==> config.mk <==
export PLATFORM = sky130hd
export DESIGN_NAME = tnc2_header_parser
export DESIGN_NICKNAME = d
export VERILOG_FILES = /design/src/rtl/core/tnc2hp_pkg.sv /design/src/rtl/core/tnc2_header_parser.sv /design/src/rtl/core/tnc2hp_front.sv /design/src/rtl/core/tnc2hp_queue.sv /design/src/rtl/core/tnc2hp_back.sv
export VERILOG_INCLUDE_DIRS = /design/src /design/src/rtl/core
export SDC_FILE = /design/constraint.sdc
export NUM_CORES = 1
export LEC_CHECK = 0
export ABC_AREA = 1
export BUFFER_PORTS_ARGS = -buffer_cell sky130_fd_sc_hd__clkbuf_2
export CORE_MARGIN = 2
export CORE_UTILIZATION = 26
export DETAILED_ROUTE_END_ITERATION = 10
export PLACE_DENSITY_LB_ADDON = 0.1
export SLEW_MARGIN = 20
export SYNTH_ARGS = -nofsm -noshare
export SYNTH_HDL_FRONTEND = slang
export SYNTH_SLANG_ARGS = --single-unit
==> constraint.sdc <==
create_clock -name i_clk -period 5.4 [get_ports i_clk]
set_input_delay 0.27 -clock i_clk [delete_from_list [all_inputs] [get_ports i_clk]]
set_output_delay 0.27 -clock i_clk [all_outputs]
set_load 0.03 [all_outputs]
==> src/rtl/core/tnc2_header_parser_defines.svh <==
// Shared assertion macros for the header parser.
`ifndef TNC2_HEADER_PARSER_DEFINES_SVH
`define TNC2_HEADER_PARSER_DEFINES_SVH

// Check cons in the same cycle as ante.
`define TNC2HP_ASSERT_NOW(lbl, ante, cons, msg) \
    lbl: assert property (@(posedge i_clk) disable iff (!i_rst_n) (ante) |-> (cons)) \
        else $error(msg);

// Check cons in the cycle after ante.
`define TNC2HP_ASSERT_NEXT(lbl, ante, cons, msg) \
    lbl: assert property (@(posedge i_clk) disable iff (!i_rst_n) (ante) |=> (cons)) \
        else $error(msg);

`endif

==> src/rtl/core/tnc2hp_pkg.sv <==
package tnc2hp_pkg;

    localparam int MAX_LEN_DEF = 2048;

    localparam int CALL_W = 6;
    localparam int POS_W  = 11;
    localparam int LEN_W  = 12;
    localparam int LEN_CAP = 2049;

    localparam int CFG_IDX_W  = 1;
    localparam int CFG_DATA_W = 6;

    localparam logic [CFG_IDX_W-1:0] REG_CALLSIGN_MAX = 1'd0;
    localparam logic [CFG_IDX_W-1:0] REG_CALLSIGN_MIN = 1'd1;

    localparam logic [CALL_W-1:0] CALLSIGN_MAX_RST = 6'd9;
    localparam logic [CALL_W-1:0] CALLSIGN_MIN_RST = 6'd1;

    localparam logic [7:0] CH_GT    = 8'h3E;
    localparam logic [7:0] CH_DASH  = 8'h2D;
    localparam logic [7:0] CH_COMMA = 8'h2C;
    localparam logic [7:0] CH_COLON = 8'h3A;

    localparam logic [2:0] ERR_OK         = 3'd0;
    localparam logic [2:0] ERR_NO_GT      = 3'd1;
    localparam logic [2:0] ERR_NO_DST     = 3'd2;
    localparam logic [2:0] ERR_SRC_LEN    = 3'd3;
    localparam logic [2:0] ERR_NO_PAYLOAD = 3'd4;
    localparam logic [2:0] ERR_DST_LONG   = 3'd5;

    typedef struct packed {
        logic [7:0]       data_byte;
        logic [POS_W-1:0] path_len;
        logic             last_byte;
    } t_in_item;

    typedef struct packed {
        logic              accepted;
        logic [2:0]        error_code;
        logic [CALL_W-1:0] src_call_len;
        logic [POS_W-1:0]  dst_base_end;
        logic [POS_W-1:0]  dst_full_end;
        logic [POS_W-1:0]  dst_call_len;
        logic [POS_W-1:0]  info_offset;
    } t_out_item;

    typedef struct packed {
        logic              gt_seen;
        logic [CALL_W-1:0] gt_pos;
        logic              scan_done;
        logic [POS_W-1:0]  base_mark;
        logic [POS_W-1:0]  end_mark;
        logic [LEN_W-1:0]  pkt_len;
        logic [POS_W-1:0]  path_len;
    } t_summary;

    typedef struct packed {
        logic [CALL_W-1:0] callsign_max;
        logic [CALL_W-1:0] callsign_min;
    } t_cfg;

endpackage

==> src/rtl/core/tnc2_header_parser.sv <==
// TNC2 APRS header parser.
// Input channel: one packet byte per word (i_in_valid / o_in_ready / i_in_data),
// with path_len held for the packet and last_byte marking its final byte.
// Output channel: one result word per packet (o_out_valid / i_out_ready /
// o_out_data) with accept flag, error code and header field offsets.
// Configuration channel: i_cfg_valid / o_cfg_ready, index 0 callsign_max,
// index 1 callsign_min; always ready, write only while no packet is in flight.
// Throughput: one byte per cycle while the queue is not full; the scanner keeps per-packet
// marks and hands a summary into a two-entry queue on the last byte.
// When the last byte is taken its summary is written into the queue; it is then popped
// into the checking stage's output register, which drives o_out_valid.
// When the receiver stalls, the output register holds its word, the queue
// fills, and o_in_ready drops only once the queue is full.
// Reset clears the scanner marks, empties the queue and output register, and
// loads callsign_max = 9, callsign_min = 1.
module tnc2_header_parser
    import tnc2hp_pkg::*;
#(
    parameter int MAX_LEN = MAX_LEN_DEF
) (
    input  logic                  i_clk,
    input  logic                  i_rst_n,
    input  logic                  i_in_valid,
    output logic                  o_in_ready,
    input  t_in_item              i_in_data,
    output logic                  o_out_valid,
    input  logic                  i_out_ready,
    output t_out_item             o_out_data,
    input  logic                  i_cfg_valid,
    output logic                  o_cfg_ready,
    input  logic [CFG_IDX_W-1:0]  i_cfg_index,
    input  logic [CFG_DATA_W-1:0] i_cfg_data
);

    t_cfg     r_cfg;
    logic     q_full;
    logic     q_valid;
    logic     push;
    logic     pop;
    t_summary front_sum;
    t_summary back_sum;

    assign o_cfg_ready = 1'b1;

    always_ff @(posedge i_clk) begin
        if (!i_rst_n) begin
            r_cfg.callsign_max <= CALLSIGN_MAX_RST;
            r_cfg.callsign_min <= CALLSIGN_MIN_RST;
        end else if (i_cfg_valid) begin
            unique case (i_cfg_index)
                REG_CALLSIGN_MAX: r_cfg.callsign_max <= i_cfg_data;
                REG_CALLSIGN_MIN: r_cfg.callsign_min <= i_cfg_data;
                default: begin
                end
            endcase
        end
    end

    tnc2hp_front #(
        .MAX_LEN (MAX_LEN)
    ) u_front (
        .i_clk      (i_clk),
        .i_rst_n    (i_rst_n),
        .i_cfg      (r_cfg),
        .i_in_valid (i_in_valid),
        .o_in_ready (o_in_ready),
        .i_in_data  (i_in_data),
        .i_q_full   (q_full),
        .o_push     (push),
        .o_summary  (front_sum)
    );

    tnc2hp_queue u_queue (
        .i_clk   (i_clk),
        .i_rst_n (i_rst_n),
        .i_push  (push),
        .i_data  (front_sum),
        .o_full  (q_full),
        .o_valid (q_valid),
        .i_pop   (pop),
        .o_data  (back_sum)
    );

    tnc2hp_back u_back (
        .i_clk       (i_clk),
        .i_rst_n     (i_rst_n),
        .i_cfg       (r_cfg),
        .i_q_valid   (q_valid),
        .o_pop       (pop),
        .i_summary   (back_sum),
        .o_out_valid (o_out_valid),
        .i_out_ready (i_out_ready),
        .o_out_data  (o_out_data)
    );

endmodule

==> src/rtl/core/tnc2hp_front.sv <==
module tnc2hp_front
    import tnc2hp_pkg::*;
#(
    parameter int MAX_LEN = MAX_LEN_DEF
) (
    input  logic     i_clk,
    input  logic     i_rst_n,
    input  t_cfg     i_cfg,
    input  logic     i_in_valid,
    output logic     o_in_ready,
    input  t_in_item i_in_data,
    input  logic     i_q_full,
    output logic     o_push,
    output t_summary o_summary
);

    localparam int IDX_W = $clog2(MAX_LEN + 1);
    localparam int CW    = (IDX_W > LEN_W) ? IDX_W : LEN_W;

    localparam logic [1:0] PH_WAIT = 2'd0;
    localparam logic [1:0] PH_BASE = 2'd1;
    localparam logic [1:0] PH_SSID = 2'd2;
    localparam logic [1:0] PH_DONE = 2'd3;

    logic [IDX_W-1:0]  r_idx,    n_idx;
    logic [1:0]        r_phase,  n_phase;
    logic [CALL_W-1:0] r_gt_pos, n_gt_pos;
    logic [POS_W-1:0]  r_base,   n_base;
    logic [POS_W-1:0]  r_end,    n_end;

    logic          accept;
    logic [CW-1:0] i_ext;
    logic [CW-1:0] plen_ext;
    logic [CW-1:0] nidx_ext;
    logic          in_pkt;
    logic          is_end;
    logic [7:0]    b;

    assign o_in_ready = !i_q_full;
    assign accept     = i_in_valid && o_in_ready;
    assign o_push     = accept && i_in_data.last_byte;

    assign b        = i_in_data.data_byte;
    assign i_ext    = CW'(r_idx);
    assign plen_ext = CW'(i_in_data.path_len);
    assign in_pkt   = i_ext < plen_ext;
    assign is_end   = (b == CH_COMMA) || (b == CH_COLON);

    always_comb begin
        n_idx    = r_idx;
        n_phase  = r_phase;
        n_gt_pos = r_gt_pos;
        n_base   = r_base;
        n_end    = r_end;
        if (r_idx < IDX_W'(MAX_LEN)) begin
            n_idx = r_idx + IDX_W'(1);
            unique case (r_phase)
                PH_WAIT: begin
                    if (in_pkt && i_ext <= CW'(i_cfg.callsign_max) && b == CH_GT) begin
                        n_phase  = PH_BASE;
                        n_gt_pos = r_idx[CALL_W-1:0];
                    end
                end
                PH_BASE: begin
                    if (!in_pkt) begin
                        n_base  = i_in_data.path_len;
                        n_end   = i_in_data.path_len;
                        n_phase = PH_DONE;
                    end else if (b == CH_DASH || is_end) begin
                        n_base = i_ext[POS_W-1:0];
                        if (is_end) begin
                            n_end   = i_ext[POS_W-1:0];
                            n_phase = PH_DONE;
                        end else begin
                            n_phase = PH_SSID;
                        end
                    end
                end
                PH_SSID: begin
                    if (!in_pkt) begin
                        n_end   = i_in_data.path_len;
                        n_phase = PH_DONE;
                    end else if (is_end) begin
                        n_end   = i_ext[POS_W-1:0];
                        n_phase = PH_DONE;
                    end
                end
                default: begin
                end
            endcase
        end
    end

    assign nidx_ext = CW'(n_idx);

    always_comb begin
        o_summary.gt_seen   = (n_phase != PH_WAIT);
        o_summary.gt_pos    = n_gt_pos;
        o_summary.scan_done = (n_phase == PH_DONE);
        o_summary.base_mark = n_base;
        o_summary.end_mark  = n_end;
        o_summary.pkt_len   = (nidx_ext > CW'(LEN_CAP)) ? LEN_W'(LEN_CAP)
                                                        : nidx_ext[LEN_W-1:0];
        o_summary.path_len  = i_in_data.path_len;
    end

    always_ff @(posedge i_clk) begin
        if (!i_rst_n || o_push) begin
            r_idx    <= '0;
            r_phase  <= PH_WAIT;
            r_gt_pos <= '0;
            r_base   <= '0;
            r_end    <= '0;
        end else if (accept) begin
            r_idx    <= n_idx;
            r_phase  <= n_phase;
            r_gt_pos <= n_gt_pos;
            r_base   <= n_base;
            r_end    <= n_end;
        end
    end

endmodule

==> src/rtl/core/tnc2hp_queue.sv <==
`include "tnc2_header_parser_defines.svh"

module tnc2hp_queue
    import tnc2hp_pkg::*;
(
    input  logic     i_clk,
    input  logic     i_rst_n,
    input  logic     i_push,
    input  t_summary i_data,
    output logic     o_full,
    output logic     o_valid,
    input  logic     i_pop,
    output t_summary o_data
);

    localparam int DEPTH = 2;
    localparam int PTR_W = $clog2(DEPTH);
    localparam int CNT_W = $clog2(DEPTH + 1);

    t_summary         r_mem [DEPTH];
    logic [PTR_W-1:0] r_wr_ptr;
    logic [PTR_W-1:0] r_rd_ptr;
    logic [CNT_W-1:0] r_count, n_count;

    assign o_full  = (r_count == CNT_W'(DEPTH));
    assign o_valid = (r_count != '0);
    assign o_data  = r_mem[r_rd_ptr];

    always_comb begin
        n_count = r_count;
        if (i_push && !i_pop) begin
            n_count = r_count + CNT_W'(1);
        end else if (i_pop && !i_push) begin
            n_count = r_count - CNT_W'(1);
        end
    end

    always_ff @(posedge i_clk) begin
        if (i_push) begin
            r_mem[r_wr_ptr] <= i_data;
        end
    end

    always_ff @(posedge i_clk) begin
        if (!i_rst_n) begin
            r_wr_ptr <= '0;
            r_rd_ptr <= '0;
            r_count  <= '0;
        end else begin
            if (i_push) begin
                r_wr_ptr <= r_wr_ptr + PTR_W'(1);
            end
            if (i_pop) begin
                r_rd_ptr <= r_rd_ptr + PTR_W'(1);
            end
            r_count <= n_count;
        end
    end

    `TNC2HP_ASSERT_NOW(a_no_overflow, i_push, !o_full, "push into full queue")
    `TNC2HP_ASSERT_NOW(a_no_underflow, i_pop, o_valid, "pop from empty queue")
    `TNC2HP_ASSERT_NEXT(a_count_up, (i_push && !i_pop), (r_count == $past(r_count) + CNT_W'(1)),
        "queue count did not advance on push")

endmodule

==> src/rtl/core/tnc2hp_back.sv <==
`include "tnc2_header_parser_defines.svh"

module tnc2hp_back
    import tnc2hp_pkg::*;
(
    input  logic      i_clk,
    input  logic      i_rst_n,
    input  t_cfg      i_cfg,
    input  logic      i_q_valid,
    output logic      o_pop,
    input  t_summary  i_summary,
    output logic      o_out_valid,
    input  logic      i_out_ready,
    output t_out_item o_out_data
);

    logic      r_valid;
    t_out_item r_data;
    t_out_item n_data;

    logic [POS_W-1:0] base;
    logic [POS_W-1:0] full;
    logic [LEN_W-1:0] gp1;
    logic [LEN_W-1:0] plen1;
    logic [LEN_W-1:0] full12;
    logic [LEN_W-1:0] dst_len;
    logic [2:0]       code;

    assign o_pop = i_q_valid && (!r_valid || i_out_ready);

    assign base    = i_summary.scan_done ? i_summary.base_mark : i_summary.path_len;
    assign full    = i_summary.scan_done ? i_summary.end_mark  : i_summary.path_len;
    assign gp1     = LEN_W'(i_summary.gt_pos) + LEN_W'(1);
    assign plen1   = LEN_W'(i_summary.path_len) + LEN_W'(1);
    assign full12  = LEN_W'(full);
    assign dst_len = full12 - gp1;

    always_comb begin
        priority if (!i_summary.gt_seen) begin
            code = ERR_NO_GT;
        end else if (gp1 >= i_summary.pkt_len) begin
            code = ERR_NO_DST;
        end else if (i_summary.gt_pos > i_cfg.callsign_max
                     || i_summary.gt_pos < i_cfg.callsign_min) begin
            code = ERR_SRC_LEN;
        end else if (plen1 >= i_summary.pkt_len) begin
            code = ERR_NO_PAYLOAD;
        end else if (full12 < gp1 || dst_len > LEN_W'(i_cfg.callsign_max)) begin
            code = ERR_DST_LONG;
        end else begin
            code = ERR_OK;
        end
    end

    always_comb begin
        n_data            = '0;
        n_data.accepted   = (code == ERR_OK);
        n_data.error_code = code;
        if (code == ERR_OK) begin
            n_data.src_call_len = i_summary.gt_pos;
            n_data.dst_base_end = base;
            n_data.dst_full_end = full;
            n_data.dst_call_len = dst_len[POS_W-1:0];
            n_data.info_offset  = plen1[POS_W-1:0];
        end
    end

    always_ff @(posedge i_clk) begin
        if (!i_rst_n) begin
            r_valid <= 1'b0;
        end else if (o_pop) begin
            r_valid <= 1'b1;
        end else if (i_out_ready) begin
            r_valid <= 1'b0;
        end
    end

    always_ff @(posedge i_clk) begin
        if (o_pop) begin
            r_data <= n_data;
        end
    end

    assign o_out_valid = r_valid;
    assign o_out_data  = r_data;

    `TNC2HP_ASSERT_NOW(a_accept_ok, r_valid, (r_data.accepted == (r_data.error_code == ERR_OK)),
        "accepted flag disagrees with error code")
    `TNC2HP_ASSERT_NOW(a_err_zero, (r_valid && r_data.error_code != ERR_OK),
        (r_data.info_offset == '0 && r_data.dst_full_end == '0 && r_data.src_call_len == '0),
        "error word carries field offsets")
    `TNC2HP_ASSERT_NEXT(a_load, o_pop, r_valid, "popped summary not held in output register")

endmodule
-- Word-level counts from Yosys, hierarchy flattened
Memory sizes are Yosys's and may differ from the RTL's. A register that Yosys moved wholly into a read port is not among the register bits.
Index checks and enable logic that the tools add are counted.
- bits in writable memories: 106
- memories kept: 1
- bits in registers: 113
- input bits: 32
- multiplexer cells: 38
- bitwise logic cells: 1
- $lt $le $gt $ge: 10
- add/subtract/negate cells: 8
- equality and inequality tests: 8
- reduce and logical (&&, ||, !) cells: 26
- memories (memory ; words ; width ; read ports ; clocked after memory_dff ; wr ports ; line ; source):
    u_queue.r_mem ; 2 ; 53 ; 1 ; 1 ; 1 ; tnc2hp_queue.sv:20 ; t_summary r_mem [DEPTH];
- operator list (kind ; count):
    2-to-1 mux 11 bit ; 11
    equality test 8 x 6 -> 1 bit, second input constant ; 4
    >= comparator 12 bit ; 2
    2-to-1 mux 12 bit ; 2
    case mux 11 bit (2 select lines) ; 1
    2-to-1 mux 6 bit ; 3
    2-to-1 mux 2 bit ; 8
    2-to-1 mux 3 bit ; 5
    adder 11 x 1 -> 12 bit, second input constant ; 1
    adder 12 x 1 -> 12 bit, second input constant ; 1
    > comparator 12 bit, second input constant ; 1
    > comparator 12 x 6 -> 1 bit ; 1
    less-or-equal comparator 12 x 6 -> 1 bit ; 1
    < comparator 11 x 12 -> 1 bit ; 1
    < comparator 12 x 11 -> 1 bit ; 1
    < comparator 12 bit, second input constant ; 1
    subtractor 11 x 12 -> 12 bit ; 1
    nonzero test 2 bit ; 4
    adder 6 x 1 -> 7 bit, second input constant ; 1
    logical AND 1 bit ; 7
    2-to-1 mux 1 bit ; 7
    equality test 2 bit, second input constant ; 3
    > comparator 6 bit ; 1
    logical OR 1 bit ; 6
    11 further kinds ; 17

-- Logic depth before layout (Yosys ltp)
Gate-level depths: netlist of run 1.
- word-level depth: 10
- depth in mapped cells: 26

-- Modules after synthesis
A second synthesis of run 1 with hierarchy kept.
- cell total of the unflattened synthesis: 1335
- area total of the unflattened synthesis: 12472.0 µm²
- modules (own cells, without submodules) (module ; cells each ; area an instance (µm²) ; times used ; seq. area each (µm²)):
    tnc2hp_queue ; 200 ; 4306.6 ; 1 ; 3283.1
    tnc2hp_front ; 623 ; 3854.9 ; 1 ; 840.8
    tnc2hp_back ; 446 ; 3827.4 ; 1 ; 1641.6
    tnc2_header_parser ; 66 ; 483.0 ; 1 ; 240.2

-- Worst setup path before layout of run 1
OpenSTA, ideal clock, no wires.
- path type: register to register
- start: register u_back.r_valid (netlist: u_back.o_out_valid)
- end: register u_queue.r_count[1]
- arrival: 4248 ps
- period minus slack after synthesis: 4370 ps
- stages on the path, launching flop included: 10
- buffers on the path: 0
- data required time: 5278 ps
- path slack: 1030 ps
- library setup time: 122 ps
- cells stage by stage: dfxtp_1 -> inv_1 -> nor2_1 -> a21oi_1 -> inv_1 -> ha_1 -> a21oi_1 -> o21ai_0 -> o21ai_0 -> a21oi_1
- cells in the longest elaborated chain, start to end: 6
- elaborated cells between the ends (all ways): 8
- ends and longest elaborated chain (what ; line ; source):
    from (decl) ; tnc2hp_back.sv:17 ; logic r_valid;
    from (signal assigned) ; tnc2hp_back.sv:70 ; r_valid <= 1'b0;
    from (signal assigned) ; tnc2hp_back.sv:72 ; r_valid <= 1'b1;
    from (signal assigned) ; tnc2hp_back.sv:74 ; r_valid <= 1'b0;
    logical NOT 1 bit * ; tnc2hp_back.sv:29 ; assign o_pop = i_q_valid && (!r_valid || i_out_ready);
    logical OR 1 bit * ; tnc2hp_back.sv:29 ;
    logical AND 1 bit * ; tnc2hp_back.sv:29 ;
    net pop ; tnc2_header_parser.sv:39 ; logic pop;
    logical NOT 1 bit ; tnc2hp_queue.sv:31 ; if (i_push && !i_pop) begin
    logical AND 1 bit ; tnc2hp_queue.sv:31 ;
    2-to-1 mux 2 bit or nonzero test 2 bit (tied branches) ; n/a ;
    to (signal assigned) ; tnc2hp_queue.sv:56 ; r_count <= n_count;
    to (decl) ; tnc2hp_queue.sv:23 ; logic [CNT_W-1:0] r_count, n_count;
The timed path passes the listed nets; every way through them passes the cells marked *.
A chain may end at the register's enable or synchronous reset.

==> results.sh, run 1 <==
export IMPL_cts_made_buffers=26
export IMPL_synth_seq_area_share=0.521
export IMPL_fin_worst_hold_slack_ps=34.4
export IMPL_nets=1464
export IMPL_synth_warnings=0
export IMPL_grt_max_degree=62
export IMPL_max_stage_delay_ps=500
export IMPL_syn_area_um2=11500
export IMPL_ir_worst_vdd_v=0.000236
export IMPL_synth_ff_type="edfxtp_1"
export IMPL_dieHeight_um=214
export IMPL_yosys_register_bits=220
export IMPL_power_per_cell_area_nw_per_um2=551
export IMPL_arrival_ps=4990
export IMPL_tns_ps=0
export IMPL_cp_max_fo=34
export IMPL_synthTopCellsByCount="201 x nand2_1, 194 x inv_1, 160 x edfxtp_1"
export IMPL_p_leak_nw=5.77
export IMPL_crit_chain="inv_2 -> nand2_1 -> nand2_1 -> ha_1 -> xnor2_1 -> ha_1 -> a21oi_1 -> inv_1 -> a21oi_1 -> inv_1 -> nand2_1 -> nand2_1 -> xor2_1 -> ha_1 -> nand3_1 -> nor3_1 -> a21oi_1 -> nor2_1 -> nand3_2 -> nor2_4 -> nand4_4 -> buf_4 -> nor2_1"
export IMPL_num_fill_cells=4665
export IMPL_portBuffers=87
export IMPL_num_vias=8590
export IMPL_syn_mean_instance_area_um2=9.13
export IMPL_htree_num_levels=1
export IMPL_min_period_ps=4600
export IMPL_fmax_mhz=217
export IMPL_cap_violations=0
export IMPL_cts_root_buf="clkbuf_16"
export IMPL_grt_overflow=0
export IMPL_tritoncts="yes"
export IMPL_critical_path_slowest_cell="dfxtp_2"
export IMPL_endpoint_kind="flip-flop"
export IMPL_grt_setup_unrepaired="no"
export IMPL_insertion_delay_ps=550
export IMPL_drc=0
export IMPL_finalCritPeriodShare=0.852
export IMPL_drt_iter0_drc=434
export IMPL_synth_distinct_cells=46
export IMPL_slew_headroom=0.271
export IMPL_die_area_um2=46000
export IMPL_io_pin_count=89
export IMPL_clock_sinks=220
export IMPL_antennaDiodeCount=0
export IMPL_coreArea_um2=43900
export IMPL_regArea_um2=6010
export IMPL_yosysMostFrequentCell="nand2_1"
export IMPL_finClkSkew_ps=10.3
export IMPL_path_clk_slew_ps=60
export IMPL_antenna_found_initial=1
export IMPL_worst_slew_pin_slew_ps=1090
export IMPL_drt_wl_total_um=33600
export IMPL_setup_viol=0
export IMPL_grt_pass1_wl_um=51200
export IMPL_startpoint_type="flip-flop"
export IMPL_cp_common_cell="nand2_1"
export IMPL_drt_first_pass_iters=5
export IMPL_drive_above_1_share=0.157
export IMPL_die_w_um=214
export IMPL_netlist_instances=1261
export IMPL_post_cts_setup_buffer_count=0
export IMPL_rows=77
export IMPL_synth_edf_count=160
export IMPL_hold_viol_final=0
export IMPL_synthTopCellsByArea="edfxtp_1 42%, dfxtp_1 10%, ha_1 7.2%"
export IMPL_holdCritStartpoint="i_in_data[8]"
export IMPL_via_per_inst=4.34
export IMPL_grt_total_usage=0.146
export IMPL_synthArstFlopShare=0
export IMPL_area_delta_synth_final_pct=17.8
export IMPL_gp_congestion=0.792
export IMPL_drtAntennaViolNets=0
export IMPL_initial_utilization=0.262
export IMPL_status="completed"
export IMPL_drv_slew=0
export IMPL_wl_per_cell_um=17.0
export IMPL_yosys_area_top_type="edfxtp_1"
export IMPL_yosysTopAreaCellShare=0.417
export IMPL_hpwl_um=24800
export IMPL_hold_path_class="input pin to flip-flop"
export IMPL_cp_required_ps=5790
export IMPL_clockBufferDepth=3
export IMPL_multi_input_area_um2=4590
export IMPL_grt_pass1_vias=8360
export IMPL_critPathKind="flip-flop to flip-flop"
-- sequential cells by signal, summed over array words and instances (netlist names), named ones only --
register            cells
u_front.r_base         11
u_front.r_phase         2
u_front.i_ext          12
u_front.r_gt_pos        6
u_queue.r_wr_ptr        1
u_front.r_end          11
u_back.o_out_data      54
u_queue.r_mem         106
u_queue.r_rd_ptr        1
u_back.o_out_valid      1
r_cfg                  12
u_queue.r_count         2
-- cell families after synthesis --
family                     synth area share
and+or+nand+nor                       0.168
buffers and inverters                0.0846
muxes                               0.00956
AOI/OAI and AO/OA                     0.130
other                              0.000652
xor gates and xnor gates             0.0122
DFF                                   0.521
adders and majority gates            0.0734
-- metrics by stage --
| stage | area [um^2] | total power, mW | worst slack, ps | cells | util |
|---|---|---|---|---|---|
| finish | 13600 | 7.48 | 797 | 1977 | 0.309 |
| global route | 13600 | 8.11 | 236 | 1977 | 0.309 |
| CTS | 13600 | 7.64 | 734 | 1977 | 0.309 |
| detailed placement | 12600 | 5.91 | 758 | 1917 | 0.288 |
| global placement | 12600 | 5.91 | 860 | 1917 | 0.288 |
| floorplan | 11500 | 4.84 | 1030 | 1268 | - |
-- critical path: cells and delay by family, from the launching register on --
kind / cells / cell delay (ps)
simple gates: 11 / 1440
fa+ha+maj: 3 / 910
buf+inv: 4 / 790
flops: 1 / 500
compound gates: 3 / 430
xor+xnor: 2 / 360
-- layout make-up --
class | count | area share
Sequential cell | 220 | 0.443
Multi-Input combinational cell | 803 | 0.339
Inverter | 199 | 0.0551
Tap cell | 592 | 0.0546
Clock buffer | 36 | 0.0530
Timing Repair Buffer | 115 | 0.0498
Clock inverter | 12 | 0.00609
-- cells in the final DEF, fill, tap and decap left out, drive strengths merged --
| master | n |
|---|---|
| xnor2 | 5 |
| o211ai | 28 |
| o21ai | 143 |
| inv | 198 |
| o2111ai | 1 |
| nand2 | 208 |
| a211oi | 1 |
| mux2i | 11 |
| bufinv | 1 |
| xor2 | 11 |
| conb | 9 |
| o21a | 1 |
| clkbuf | 123 |
| dfxtp | 60 |
| or2 | 15 |
| o32ai | 1 |
| a21boi | 1 |
| o221ai | 1 |
| nor4 | 3 |
| nand3 | 47 |
| buf | 16 |
| and2 | 4 |
| o21bai | 7 |
| o31ai | 1 |
| nor3 | 12 |
| ha | 66 |
| o22ai | 1 |
| a31oi | 1 |
| fa | 1 |
| nand4 | 16 |
| dlygate4sd3 | 12 |
| nor3b | 1 |
| edfxtp | 160 |
| clkinv | 11 |
| a21oi | 84 |
| a21o | 3 |
| clkinvlp | 1 |
| nor2 | 120 |
-- layer usage --
| layer | routed length, um | up-vias | track usage | part of all wire |
|---|---|---|---|---|
| met5 | 0 | - | 0 | 0 |
| met4 | 692 | 0 | 0.0417 | 0.021 |
| met3 | 1190 | 37 | 0.0209 | 0.035 |
| met2 | 15000 | 142 | 0.231 | 0.45 |
| met1 | 16700 | 3971 | 0.206 | 0.50 |
| li1 | - | 4440 | - | - |
-- worst paths after layout --
check / endpoint / slack, ps / depth (start not counted)
worst min register to register: u_queue.r_count[0] / 450 / 1
worst max register to register: u_back.o_out_data[48] / 800 / 23
worst max-delay path: u_back.o_out_data[48] / 800 / 23
worst min-delay path: u_queue.r_mem[0][7] / 30 / 1
-- repair_timing --
item	4_1_cts	5_1_grt
hold endpoints to repair	19	0
hold buffers	12	0
resized for setup	0	0
-- report_power, final --
part	internal (mW)	switching [mW]
sequential	2.25	0.156
clock	0.972	0.694
combinational	1.01	2.39
total	4.23	3.24
No activity file was read; power rests on OpenSTA's default activity.
==> run 2, diff against run 1 <==
Settings changed: CAP_MARGIN set to 5, PLACE_DENSITY_LB_ADDON 0.1 to 0.08.
==> run 2 against run 1 <==
Count of clock-buffer cells in the layout up 4. Non-clock buffer count rose by 3. Global-route usage rose by 0.055 points. Critical path type unchanged. Largest power group unchanged.
==> results.sh, run 2 (synthesis gave the netlist of run 1 again) <==
export IMPL_total_power_mw=7.67
export IMPL_dieHeight_um=214
export IMPL_area_delta_synth_final_pct=19.1
export IMPL_coreArea_um2=43900
export IMPL_drc=0
export IMPL_drt_iter0_drc=545
export IMPL_min_period_ps=4450
export IMPL_cp_common_cell="nand2_1"
export IMPL_path_clk_slew_ps=60
export IMPL_grt_overflow=0
export IMPL_cts_resized=0
export IMPL_post_route_util=0.312
export IMPL_drv_slew=0
export IMPL_cts_root_buf="clkbuf_16"
export IMPL_place_inst=1918
export IMPL_num_vias=8603
export IMPL_cp_max_fo=27
export IMPL_cts_made_buffers=26
export IMPL_htree_num_levels=1
export IMPL_grt_total_usage=0.146
export IMPL_grt_max_degree=61
export IMPL_critPathKind="flip-flop to flip-flop"
export IMPL_antenna_found_initial=1
export IMPL_startpoint_type="flip-flop"
export IMPL_drt_first_pass_iters=4
export IMPL_ir_worst_vdd_v=0.000230
export IMPL_slew_headroom=0.321
export IMPL_io_pin_count=89
export IMPL_gp_congestion=0.774
export IMPL_multi_input_area_um2=4590
export IMPL_arrival_ps=4850
export IMPL_critical_path_slowest_cell="fa_1"
export IMPL_endpoint_kind="flip-flop"
export IMPL_via_per_inst=4.34
export IMPL_drt_wl_total_um=33700
export IMPL_cap_violations=0
export IMPL_fin_worst_hold_slack_ps=37.8
export IMPL_final_common_cell="nand2_1"
export IMPL_grt_pass1_vias=8449
export IMPL_tritoncts="yes"
export IMPL_nets=1467
export IMPL_hpwl_um=25000
export IMPL_hold_path_class="input pin to flip-flop"
export IMPL_power_per_cell_area_nw_per_um2=559
export IMPL_mostFrequentLayoutCells="200 x nand2_1, 194 x inv_1, 160 x edfxtp_1, 141 x o21ai_0, 87 x clkbuf_2"
export IMPL_rows=77
export IMPL_regArea_um2=6010
export IMPL_drive_above_1_share=0.159
export IMPL_final_cell_count_no_fill=1982
export IMPL_wl_per_cell_um=17.0
export IMPL_setup_viol=0
export IMPL_grt_setup_unrepaired="no"
export IMPL_finalCritPeriodShare=0.824
export IMPL_clock_sinks=220
export IMPL_largest_reg_flops=106
export IMPL_hold_viol_final=0
export IMPL_die_area_um2=46000
export IMPL_clockBufferDepth=3
export IMPL_crit_chain="buf_4 -> nand2_2 -> inv_2 -> nor2_4 -> nand2_1 -> o21ai_0 -> inv_1 -> ha_1 -> fa_1 -> o21bai_1 -> nand2_1 -> nand2_1 -> nand2_1 -> and2_1 -> ha_1 -> nand3_1 -> nor3_1 -> a21oi_1 -> nor2_1 -> nand3_2 -> nor2_4 -> nand4_4 -> buf_12 -> nor2_1"
export IMPL_finClkSkew_ps=12.9
export IMPL_fmax_mhz=225
export IMPL_cp_required_ps=5800
export IMPL_tns_ps=0
export IMPL_die_w_um=214
export IMPL_drtAntennaViolNets=0
export IMPL_grt_pass1_wl_um=51500
export IMPL_max_stage_delay_ps=410
export IMPL_insertion_delay_ps=550
export IMPL_worst_slew_pin_slew_ps=1020
export IMPL_worst_path_buf_inv=4
export IMPL_initial_utilization=0.262
export IMPL_regMostFlops="u_queue.r_mem"
export IMPL_num_fill_cells=4640
export IMPL_status="completed"
export IMPL_path_delay_family="simple AND/OR/NAND/NOR gates"
export IMPL_p_leak_nw=5.83
export IMPL_portBuffers=87
-- run 2: changes by cell type in the layout (fill, tap and decap cells not counted), sizes merged --
cell,delta
buf,+1
bufinv,+3
clkbuf,+4
clkinv,-7
diode,+2
dlygate4sd3,+2
-- run 2: report_power, final --
group	internal (mW)	total (mW)	leakage [nW]	switching, mW
sequential	2.24	2.38	2.02	0.136
clock	1.16	1.86	0.438	0.699
combinational	1.02	3.43	3.38	2.41
total	4.42	7.67	5.83	3.25
-- run 2: final cells by class --
class,instances,area share
tap,592,0.0540
clock buffer,40,0.0557
inverter,199,0.0545
timing repair buffer,118,0.0522
antenna,2,0.000365
sequential,220,0.438
clock inverter,8,0.0103
multi-input combinational,803,0.335
-- run 2: per-stage QoR --
stage,setup slack (ps),cell area [um^2]
global placement,964,12700
finish,950,13700
detailed placement,884,12700
global route,424,13700
CTS,857,13700
floorplan,1030,11500
-- run 2: per-layer routing --
layer,track usage,vias to the layer above,share of wire
li1,-,4450,-
met1,0.207,4007,0.50
met2,0.236,109,0.45
met3,0.0189,37,0.032
met4,0.0336,0,0.015
met5,0,-,0
-- run 2: final timing paths --
path,slack (ps),cells past startpoint,endpoint,start
min,40,3,r_cfg[2],i_cfg_data[2]
min reg2reg,450,1,u_queue.r_rd_ptr,u_queue.r_rd_ptr
max reg2reg,950,24,u_back.o_out_data[33],flip-flop
max,950,24,u_back.o_out_data[33],flip-flop
-- run 2: worst register-to-register path, cell delays in order, from the launching register on --
cell and delay (ps):
dfxtp_2 330, buf_4 200, nand2_2 90, inv_2 50, nor2_4 350, nand2_1 120
o21ai_0 90, inv_1 110, ha_1 220, fa_1 410, o21bai_1 150, nand2_1 80
nand2_1 90, nand2_1 70, and2_1 160, ha_1 290, nand3_1 70, nor3_1 150
a21oi_1 70, nor2_1 170, nand3_2 130, nor2_4 130, nand4_4 320, buf_12 340
nor2_1 130
-- run 2: repair_timing --
action | CTS | global route
hold buffers | 14 | 0
buffers inserted | 0 | 0
endpoints found under the setup margin | 0 | 0
endpoints found under the hold margin | 23 | 0
